[config.mk]
export PLATFORM = sky130hd
export DESIGN_NAME = event_dedup_window_top_flat
export DESIGN_NICKNAME = d
export VERILOG_FILES = /design/src/sv/edw_pkg.sv /design/src/sv/edw_if.sv /design/src/sv/event_dedup_window_top.sv /design/src/sv/edw_cell.sv /design/src/flat_wrapper.sv
export SDC_FILE = /design/constraint.sdc
export NUM_CORES = 2
export LEC_CHECK = 0
export ABC_CLOCK_PERIOD_IN_PS = 22000
export BUFFER_PORTS_ARGS = -buffer_cell sky130_fd_sc_hd__buf_4
export CAP_MARGIN = 20
export CORE_MARGIN = 1.5
export CORE_UTILIZATION = 42
export DETAILED_ROUTE_END_ITERATION = 6
export GPL_TIMING_DRIVEN = 0
export SLEW_MARGIN = 20
export SYNTH_ARGS = -nofsm -noshare
export SYNTH_HDL_FRONTEND = slang
export SYNTH_SLANG_ARGS = --single-unit
[constraint.sdc]
create_clock -name clk -period 22 [get_ports clk]
set_clock_uncertainty 0.05 [all_clocks]
set_input_delay 0 -clock clk [delete_from_list [all_inputs] [get_ports clk]]
set_output_delay 0 -clock clk [all_outputs]
set_load 0.1 [all_outputs]
[src/sv/edw_pkg.sv]
package edw_pkg;

    // Command codes carried in the cmd field of an input transaction.
    localparam logic CMD_CHECK  = 1'b0;
    localparam logic CMD_RECORD = 1'b1;

    localparam int unsigned KEY_FIELD_BITS = 32;

    typedef struct packed {
        logic [KEY_FIELD_BITS-1:0] src_id;
        logic [KEY_FIELD_BITS-1:0] boot_id;
        logic [KEY_FIELD_BITS-1:0] evt_num;
    } key_t;

    typedef struct packed {
        logic valid;
        logic has_decision;
    } entry_flags_t;

    // Per-cycle control broadcast to every cell of the window.
    typedef struct packed {
        logic shift;   // insert a new key at the head, all entries move one cell down
        logic record;  // store the command's decision word in the matching entry
    } cell_ctrl_t;

endpackage

[src/sv/edw_if.sv]
interface edw_in_if #(
    parameter int unsigned DECISION_BITS = 64
);
    logic                     valid;
    logic                     ready;
    logic                     cmd;
    logic [31:0]              src_id;
    logic [31:0]              boot_id;
    logic [31:0]              evt_num;
    logic [DECISION_BITS-1:0] decision_word;

    modport source (
        output valid, cmd, src_id, boot_id, evt_num, decision_word,
        input  ready
    );
    modport sink (
        input  valid, cmd, src_id, boot_id, evt_num, decision_word,
        output ready
    );
endinterface

interface edw_out_if #(
    parameter int unsigned DECISION_BITS = 64
);
    logic                     valid;
    logic                     ready;
    logic                     key_found;
    logic                     replay_valid;
    logic [DECISION_BITS-1:0] replay_decision;

    modport source (
        output valid, key_found, replay_valid, replay_decision,
        input  ready
    );
    modport sink (
        input  valid, key_found, replay_valid, replay_decision,
        output ready
    );
endinterface

[src/sv/event_dedup_window_top.sv]
// Channel   | Modport | Payload                                        | Role
// ----------+---------+------------------------------------------------+---------------------
// evt_in    | sink    | cmd, src_id, boot_id, evt_num, decision_word   | check or record cmd
// res_out   | source  | key_found, replay_valid, replay_decision       | one result per cmd
//
// A command is compared against every cell in the cycle it is presented and the window
// is updated at the accepting edge; its result is registered and shown in the next cycle.
// With the receiver ready a new transaction is accepted in every cycle; the compare
// across the cells and the OR of the matching decision set the path length.
// Reset clears the valid and decision flags of every cell and the output valid flag.
// evt_in stalls while a result waits in the output register and res_out is not ready.
module event_dedup_window_top #(
    parameter int unsigned WINDOW_DEPTH  = 8,
    parameter int unsigned DECISION_BITS = 64
) (
    input  logic       clk,
    input  logic       rst_n,
    edw_in_if.sink     evt_in,
    edw_out_if.source  res_out
);
    import edw_pkg::*;

    // The window is a chain of cells ordered from newest (cell 0) to oldest.
    // A check that misses shifts every entry one cell down and writes the new
    // key into cell 0; the oldest entry drops off the end. This is the same
    // round-robin replacement as an insert pointer, since the slot it would
    // overwrite is always the oldest one. A record updates its entry in place.

    key_t                     cmd_key;
    cell_ctrl_t               ctrl;
    logic                     in_fire;
    logic                     out_fire;

    key_t                     cell_key      [WINDOW_DEPTH];
    entry_flags_t             cell_flags    [WINDOW_DEPTH];
    logic [DECISION_BITS-1:0] cell_decision [WINDOW_DEPTH];
    logic [WINDOW_DEPTH-1:0]  match_vec;
    logic [WINDOW_DEPTH-1:0]  valid_vec;

    key_t                     chain_key      [WINDOW_DEPTH];
    entry_flags_t             chain_flags    [WINDOW_DEPTH];
    logic [DECISION_BITS-1:0] chain_decision [WINDOW_DEPTH];

    logic                     hit;
    logic                     hit_has_decision;
    logic [DECISION_BITS-1:0] hit_decision;

    logic                     out_valid_reg;
    logic                     out_valid_next;
    logic                     key_found_reg;
    logic                     replay_valid_reg;
    logic [DECISION_BITS-1:0] replay_decision_reg;

    assign cmd_key.src_id  = evt_in.src_id;
    assign cmd_key.boot_id = evt_in.boot_id;
    assign cmd_key.evt_num = evt_in.evt_num;

    assign out_fire     = res_out.valid && res_out.ready;
    assign evt_in.ready = !out_valid_reg || res_out.ready;
    assign in_fire      = evt_in.valid && evt_in.ready;

    assign ctrl.shift  = in_fire && (evt_in.cmd == CMD_CHECK) && !hit;
    assign ctrl.record = in_fire && (evt_in.cmd == CMD_RECORD);

    // The head cell is fed with a fresh entry built from the incoming key.
    always_comb
    begin
        chain_key[0]                  = cmd_key;
        chain_flags[0].valid          = 1'b1;
        chain_flags[0].has_decision   = 1'b0;
        chain_decision[0]             = '0;
        for (int i = 1; i < WINDOW_DEPTH; i++)
        begin
            chain_key[i]      = cell_key[i-1];
            chain_flags[i]    = cell_flags[i-1];
            chain_decision[i] = cell_decision[i-1];
        end
    end

    for (genvar g = 0; g < WINDOW_DEPTH; g++)
    begin : g_cell
        edw_cell #(
            .DECISION_BITS (DECISION_BITS)
        ) u_cell (
            .clk           (clk),
            .rst_n         (rst_n),
            .ctrl          (ctrl),
            .cmd_key       (cmd_key),
            .cmd_word      (evt_in.decision_word),
            .prev_key      (chain_key[g]),
            .prev_flags    (chain_flags[g]),
            .prev_decision (chain_decision[g]),
            .key           (cell_key[g]),
            .flags         (cell_flags[g]),
            .decision      (cell_decision[g]),
            .match         (match_vec[g])
        );
        assign valid_vec[g] = cell_flags[g].valid;
    end

    // At most one cell can match, because a check inserts only on a miss, so the
    // matching decision is gathered with a plain AND-OR over the cells.
    always_comb
    begin
        hit              = 1'b0;
        hit_has_decision = 1'b0;
        hit_decision     = '0;
        for (int i = 0; i < WINDOW_DEPTH; i++)
        begin
            if (match_vec[i])
            begin
                hit = 1'b1;
                if (cell_flags[i].has_decision)
                begin
                    hit_has_decision = 1'b1;
                    hit_decision     = hit_decision | cell_decision[i];
                end
            end
        end
    end

    always_comb
    begin
        out_valid_next = out_valid_reg;
        if (in_fire)
        begin
            out_valid_next = 1'b1;
        end
        else if (out_fire)
        begin
            out_valid_next = 1'b0;
        end
    end

    always_ff @(posedge clk or negedge rst_n)
    begin
        if (!rst_n)
        begin
            out_valid_reg <= 1'b0;
        end
        else
        begin
            out_valid_reg <= out_valid_next;
        end
    end

    // Replay data is reported only for a check that hits an entry with a decision.
    always_ff @(posedge clk)
    begin
        if (in_fire)
        begin
            key_found_reg <= hit;
            if ((evt_in.cmd == CMD_CHECK) && hit_has_decision)
            begin
                replay_valid_reg    <= 1'b1;
                replay_decision_reg <= hit_decision;
            end
            else
            begin
                replay_valid_reg    <= 1'b0;
                replay_decision_reg <= '0;
            end
        end
    end

    assign res_out.valid           = out_valid_reg;
    assign res_out.key_found       = key_found_reg;
    assign res_out.replay_valid    = replay_valid_reg;
    assign res_out.replay_decision = replay_decision_reg;

`ifndef SYNTHESIS
    // No key may ever be held by two valid cells.
    a_single_match: assert property (@(posedge clk) disable iff (!rst_n)
        $onehot0(match_vec))
        else $error("more than one window entry matches the key");

    // A check that misses leaves its key valid in the head cell.
    a_insert_head: assert property (@(posedge clk) disable iff (!rst_n)
        (in_fire && (evt_in.cmd == CMD_CHECK) && !hit) |=>
            (cell_flags[0].valid && (cell_key[0] == $past(cmd_key))))
        else $error("missed key not inserted at the head of the window");

    // A record never changes which entries are valid.
    a_record_keeps_valid: assert property (@(posedge clk) disable iff (!rst_n)
        (in_fire && (evt_in.cmd == CMD_RECORD)) |=> $stable(valid_vec))
        else $error("record command changed the valid entries");

    // A new result appears only after an accepted command.
    a_result_source: assert property (@(posedge clk) disable iff (!rst_n)
        $rose(out_valid_reg) |-> $past(in_fire))
        else $error("result presented without an accepted command");
`endif

endmodule

[src/sv/edw_cell.sv]
module edw_cell #(
    parameter int unsigned DECISION_BITS = 64
) (
    input  logic                       clk,
    input  logic                       rst_n,
    input  edw_pkg::cell_ctrl_t        ctrl,
    input  edw_pkg::key_t              cmd_key,
    input  logic [DECISION_BITS-1:0]   cmd_word,
    input  edw_pkg::key_t              prev_key,
    input  edw_pkg::entry_flags_t      prev_flags,
    input  logic [DECISION_BITS-1:0]   prev_decision,
    output edw_pkg::key_t              key,
    output edw_pkg::entry_flags_t      flags,
    output logic [DECISION_BITS-1:0]   decision,
    output logic                       match
);
    import edw_pkg::*;

    key_t                     key_reg;
    entry_flags_t             flags_reg;
    logic [DECISION_BITS-1:0] decision_reg;

    // One entry of the window; it matches only while it holds a valid key.
    assign match = flags_reg.valid && (key_reg == cmd_key);

    always_ff @(posedge clk or negedge rst_n)
    begin
        if (!rst_n)
        begin
            flags_reg <= '0;
        end
        else if (ctrl.shift)
        begin
            flags_reg <= prev_flags;
        end
        else if (ctrl.record && match)
        begin
            flags_reg.has_decision <= 1'b1;
        end
    end

    always_ff @(posedge clk)
    begin
        if (ctrl.shift)
        begin
            key_reg      <= prev_key;
            decision_reg <= prev_decision;
        end
        else if (ctrl.record && match)
        begin
            decision_reg <= cmd_word;
        end
    end

    assign key      = key_reg;
    assign flags    = flags_reg;
    assign decision = decision_reg;

endmodule
[src/flat_wrapper.sv]
// flat-port wrapper written by rule: the top's interface ports become plain ports
module event_dedup_window_top_flat import edw_pkg::*;
#(
    parameter int unsigned WINDOW_DEPTH  = 8,
    parameter int unsigned DECISION_BITS = 64
)
  (clk, rst_n, evt_in_valid, evt_in_cmd, evt_in_src_id, evt_in_boot_id, evt_in_evt_num, evt_in_decision_word, evt_in_ready, res_out_valid, res_out_key_found, res_out_replay_valid, res_out_replay_decision, res_out_ready);
  edw_in_if #(.DECISION_BITS(DECISION_BITS)) evt_in_i ();
  edw_out_if #(.DECISION_BITS(DECISION_BITS)) res_out_i ();
  input  logic clk;
  input  logic rst_n;
  input wire logic [$bits(evt_in_i.valid)-1:0] evt_in_valid;
  input wire logic [$bits(evt_in_i.cmd)-1:0] evt_in_cmd;
  input wire logic [$bits(evt_in_i.src_id)-1:0] evt_in_src_id;
  input wire logic [$bits(evt_in_i.boot_id)-1:0] evt_in_boot_id;
  input wire logic [$bits(evt_in_i.evt_num)-1:0] evt_in_evt_num;
  input wire logic [$bits(evt_in_i.decision_word)-1:0] evt_in_decision_word;
  output wire logic [$bits(evt_in_i.ready)-1:0] evt_in_ready;
  output wire logic [$bits(res_out_i.valid)-1:0] res_out_valid;
  output wire logic [$bits(res_out_i.key_found)-1:0] res_out_key_found;
  output wire logic [$bits(res_out_i.replay_valid)-1:0] res_out_replay_valid;
  output wire logic [$bits(res_out_i.replay_decision)-1:0] res_out_replay_decision;
  input wire logic [$bits(res_out_i.ready)-1:0] res_out_ready;
  assign evt_in_i.valid = evt_in_valid;
  assign evt_in_i.cmd = evt_in_cmd;
  assign evt_in_i.src_id = evt_in_src_id;
  assign evt_in_i.boot_id = evt_in_boot_id;
  assign evt_in_i.evt_num = evt_in_evt_num;
  assign evt_in_i.decision_word = evt_in_decision_word;
  assign evt_in_ready = evt_in_i.ready;
  assign res_out_valid = res_out_i.valid;
  assign res_out_key_found = res_out_i.key_found;
  assign res_out_replay_valid = res_out_i.replay_valid;
  assign res_out_replay_decision = res_out_i.replay_decision;
  assign res_out_i.ready = res_out_ready;
  event_dedup_window_top #(.WINDOW_DEPTH(WINDOW_DEPTH), .DECISION_BITS(DECISION_BITS)) u_core (.clk(clk), .rst_n(rst_n), .evt_in(evt_in_i), .res_out(res_out_i));
endmodule
After elaboration in Yosys (flattened, before gate mapping) --
Cells that the tools add are included. Widths: inputs -> output; s select.
Operators by class: equality and inequality tests 8, mux-type cells 73, reductions and logical operators 34, bitwise gates (word level) 8
Operators by type and width (number):
- $mux 64 | 30
- $eq 96x96->1 | 8
- $or 64x64->64 | 7
- $mux 1 | 43
- $logic_and 1x1->1 | 22
- $reduce_bool 2->1 | 9
- $logic_not 1->1 | 2
- $logic_or 1x1->1 | 1
- $not 1->1 | 1
Word-level totals: output and inout bits 68, input bits 165, flip-flop bits (word level) 1363, logic and storage cells 175

Longest topological paths before layout --
depth in word-level cells 24, depth in mapped cells 12, depth with buffers taken out 8

Hierarchy --
From an unflattened synthesis, not the netlist that was laid out.
Second synthesis, totals: cells, all modules 3664, area, all modules 59782.3 µm²
By module, submodules not included:
- edw_cell | cells each 399, area an instance 6801.5 µm², sequential area each 4854.7 µm², times used 8
- event_dedup_window_top | cells each 472, area an instance 5370.2 µm², sequential area each 2006.9 µm², times used 1

Worst setup path after synthesis --
OpenSTA, ideal clock, no wires.
path kind register to register, start reg u_core.out_valid_reg, in the netlist u_core.res_out.valid, end reg u_core.g_cell[0].u_cell.key_reg, in the netlist u_core.g_cell[0].u_cell.key[0] (enable), data arrival time 17.331 ns, path slack 3.508 ns, library setup time 1.111 ns, cell stages (with the launch flop) 9, data required time 20.839 ns, period minus slack after synthesis 18.492 ns, buffers on the path 3, path through dfrtp_1 nand2b_1 nand2_1 nor2_1 nand3_2 buf_6 buf_6 buf_6 inv_1
RTL lines:
- start, declared | RTL line event_dedup_window_top.sv:48 | logic out_valid_reg;
- start signal, assigned | RTL line event_dedup_window_top.sv:143 | out_valid_reg <= out_valid_next;
- end signal, assigned | RTL line edw_cell.sv:46 | key_reg <= prev_key;
- end, declared | RTL line edw_cell.sv:19 | key_t key_reg;

==> metrics.md <==
| Metric | Value |
|---|---|
| Setup crit start kind | `primary input` |
| Worst Hold Class | `primary input to register` |
| DP HPWL | `165000 µm` |
| Max FFs per register | `approximately 770` |
| RSZ-0062 raised after global routing | `false` |
| Max_cap viols | `0` |
| Crit-path max FO | `105` |
| Fmax | `145 MHz` |
| Seq/Total Area, Yosys | `0.667` |
| Synth warnings | `0` |
| HP Start | `evt_in_boot_id[9]` |
| Largest cells by area after synthesis | `edfxtp_1 64%, mux2_2 6.6%, xnor2_1 6.2%, mux2_1 3.1%, dfxtp_1 2.1%` |
| Most numerous cell in the Yosys netlist | `edfxtp_1` |
| Post_cts resized | `0` |
| Overall global routing resource usage | `0.307` |
| Relative slew slack | `0.0772` |
| Commonest register cell after synthesis | `edfxtp_1` |
| Cts hold-fix bufs | `258` |
| Drt wl/cell | `34.6 µm` |
| Post-synth EDFFs | `1282` |
| Placed insts | `6023` |
| Final WL | `227000 µm` |
| Commonest cells post-synth | `1282 x edfxtp_1, 425 x xnor2_1, 352 x mux2_2` |
| Area leader, netlist | `edfxtp_1` |
| Leakage Power | `24.5 nW` |
| First-pass GRT wire length | `308000 µm` |
| GPL Wtd Cong | `approximately 1` |
| Vias in the first global route | `38297` |
| Final core occ | `0.510` |
| Pwr Total | `6.05 mW` |
| Critical path required time | `22.40 ns` |
| Hold Crit Endpoint | `u_core.g_cell[0].u_cell.key[41]$_DFFE_PP_` |
| Root buffer cell | `clkbuf_16` |
| Final TNS setup | `0 ns` |
| FF+latch area | `just over 40000 µm²` |
| Mapped Cells | `3879` |
| Worst-case vdd ir drop | `0.0795 mV` |
| Initial Utilization | `0.424` |
| Cell Area, Synth | `60200 µm²` |
| Drt first pass iters | `7` |
| Syn_nets | `4044` |
| Setup Fix Bufs, Post-CTS | `0` |
| Io pins | `233` |
| Synth top area share | `0.639` |
| # DRC | `0` |
| Async S/R FF share, synth | `0.0125` |
| Via count | `between 30000 and 40000` |
| Critical path arrival | `7.30 ns` |
| Synthesized area per cell | `15.5 µm²` |
| Slew @ Worst Pin | `roughly 1.4 ns` |
| Hold depth | `2` |
| Setup crit end kind | `register` |
| Core area | `142000 µm²` |
| Fillers | `12017` |
| Htree depth | `4` |
| Antenna viol nets, final | `0` |
| Fin. Hold Viols | `0` |
| FP Rows | `138` |
| Clock latency at the later pin of the worst-skew pair | `between 0.8 and 0.9 ns` |
| CTS tree | `yes` |
| Clock sink count | `1363` |
| Fin crit period | `between 6 and 7 ns` |
| Outcome | `complete, no violations` |
| Final nets | `4710` |
| R2r endpoint | `u_core.g_cell[0].u_cell.key[61]$_DFFE_PP_` |
| Die Ht | `382 µm` |
| Largest net degree at the start of global routing | `between 100 and 150` |
| CP Class | `primary input to register` |
| Die width | `382 µm` |
| CTS Buf Count | `150` |
| Initial antenna violation count | `8` |
| Layout Cells excl Fill | `6562` |
| Ratio of cells with drive above 1 in the final layout | `0.210` |
| Reg2Reg Setup Slack | `15.80 ns` |
| Grt ovf | `0` |
| Worst reg2reg startpoint | `u_core.g_cell[1].u_cell.key[62]$_DFFE_PP_` |
| Vias/cell | `5.90` |
| Yosys reg bits | `1363` |
| Period utilization | `0.314` |
| Full die area | `146000 µm²` |
| Slew Limit Fails | `0` |
| PwrDens | `approximately 84 nW/µm²` |
| FF-to-FF path depth | `14` |
| Buffers added on ports | `about 230` |
| Setup-failing EPs final | `0` |
| Area delta synth->final | `20.1%` |
| Multi-input combinational cell area | `18300 µm²` |
| Clock transition at the registers of the reported paths | `0.06 ns` |
| Longest Clk Path Bufs | `3` |
| Yosys cell types | `52` |
| Initial DRC Count | `around 4700` |
metrics by stage:
step	area (µm²)	worst slack [ns]	hold WS, ns
finish	72300	15.09	0.0293
global route	72300	15.29	0.0198
CTS	72300	15.40	0.000429
detailed placement	64900	15.10	-0.151
global placement	64300	-4.54	-0.154
floorplan	60200	3.51	-0.346
layout make-up:
type                    count  share of cell area
diodes                      5            0.000173
plain buffers             230              0.0196
clock buffers             206              0.0559
clock inverters            68             0.00984
inverters                 109             0.00580
multi-input cells        2177               0.253
flip-flops and latches   1363               0.556
well taps                1890              0.0327
repair buffers            514              0.0671
routing by layer:
metal,up-vias,part of all wire,GRT usage
met1,19729,0.39,0.394
met5,-,0.00018,0
met2,2085,0.46,0.482
met4,6,0.077,0.203
met3,521,0.072,0.0496
li1,16367,-,-
worst max-delay path, stage by stage:
cell	delay (ns)
dlygate4sd3_1	0.52
buf_4	0.11
clkbuf_1	0.82
inv_1	0.66
a221o_1	0.48
nor4_1	0.55
nand4_1	0.31
nor3_1	1.17
nor4_1	0.22
nand3_2	0.25
buf_6	0.23
buf_6	0.23
buf_6	0.24
inv_8	0.22
buf_16	0.33
buf_16	0.33
buf_16	0.32
worst max-delay path by stage:
stage                                      from                                        end  slack, ns
5_1_grt                       evt_in_boot_id[1]  u_core.g_cell[0].u_cell.key[16]$_DFFE_PP_      15.29
6_report                      evt_in_boot_id[1]  u_core.g_cell[0].u_cell.key[61]$_DFFE_PP_      15.09
4_1_cts                       evt_in_boot_id[1]  u_core.g_cell[0].u_cell.key[17]$_DFFE_PP_      15.40
3_5_place_dp                  evt_in_boot_id[1]  u_core.g_cell[0].u_cell.key[84]$_DFFE_PP_      15.10
3_3_place_gp                  evt_in_boot_id[1]  u_core.g_cell[0].u_cell.key[84]$_DFFE_PP_      -4.54
2_1_floorplan  u_core.res_out.valid$_DFFE_PN0P_   u_core.g_cell[0].u_cell.key[0]$_DFFE_PP_       3.51
cell families after synthesis:
logic type	after synthesis	synth area share
AOI/OAI and AO/OA	516	0.0701
and+or+nand+nor	624	0.0599
buffers and inverters	339	0.0300
muxes	526	0.0982
xor gates and xnor gates	511	0.0743
DFF	1363	0.667
placed cells by master, fill, tap and decap left out, drive strengths merged, types with 20 or more instances in the layout:
master and n:
nand2b 153, buf 398, a221o 20, a221oi 40
dfxtp 64, edfxtp 1282, nand4 118, mux2 520
o2bb2ai 22, nand2 100, a32o 20, a22oi 99
xor2 86, clkbuf 294, xnor2 425, and2 65
o22ai 52, nand3 31, a22o 73, inv 112
dlygate4sd3 258, o2111ai 49, a32oi 33, o21a 39
clkinv 52, a21boi 20, nor2b 33, nor4 90
where the power goes:
| group | internal, mW | switching [mW] |
|---|---|---|
| sequential | 2.95 | 0.0715 |
| combinational | 0.202 | 0.336 |
| clock | 1.40 | 1.09 |
No activity file was read; power rests on OpenSTA's default activity.
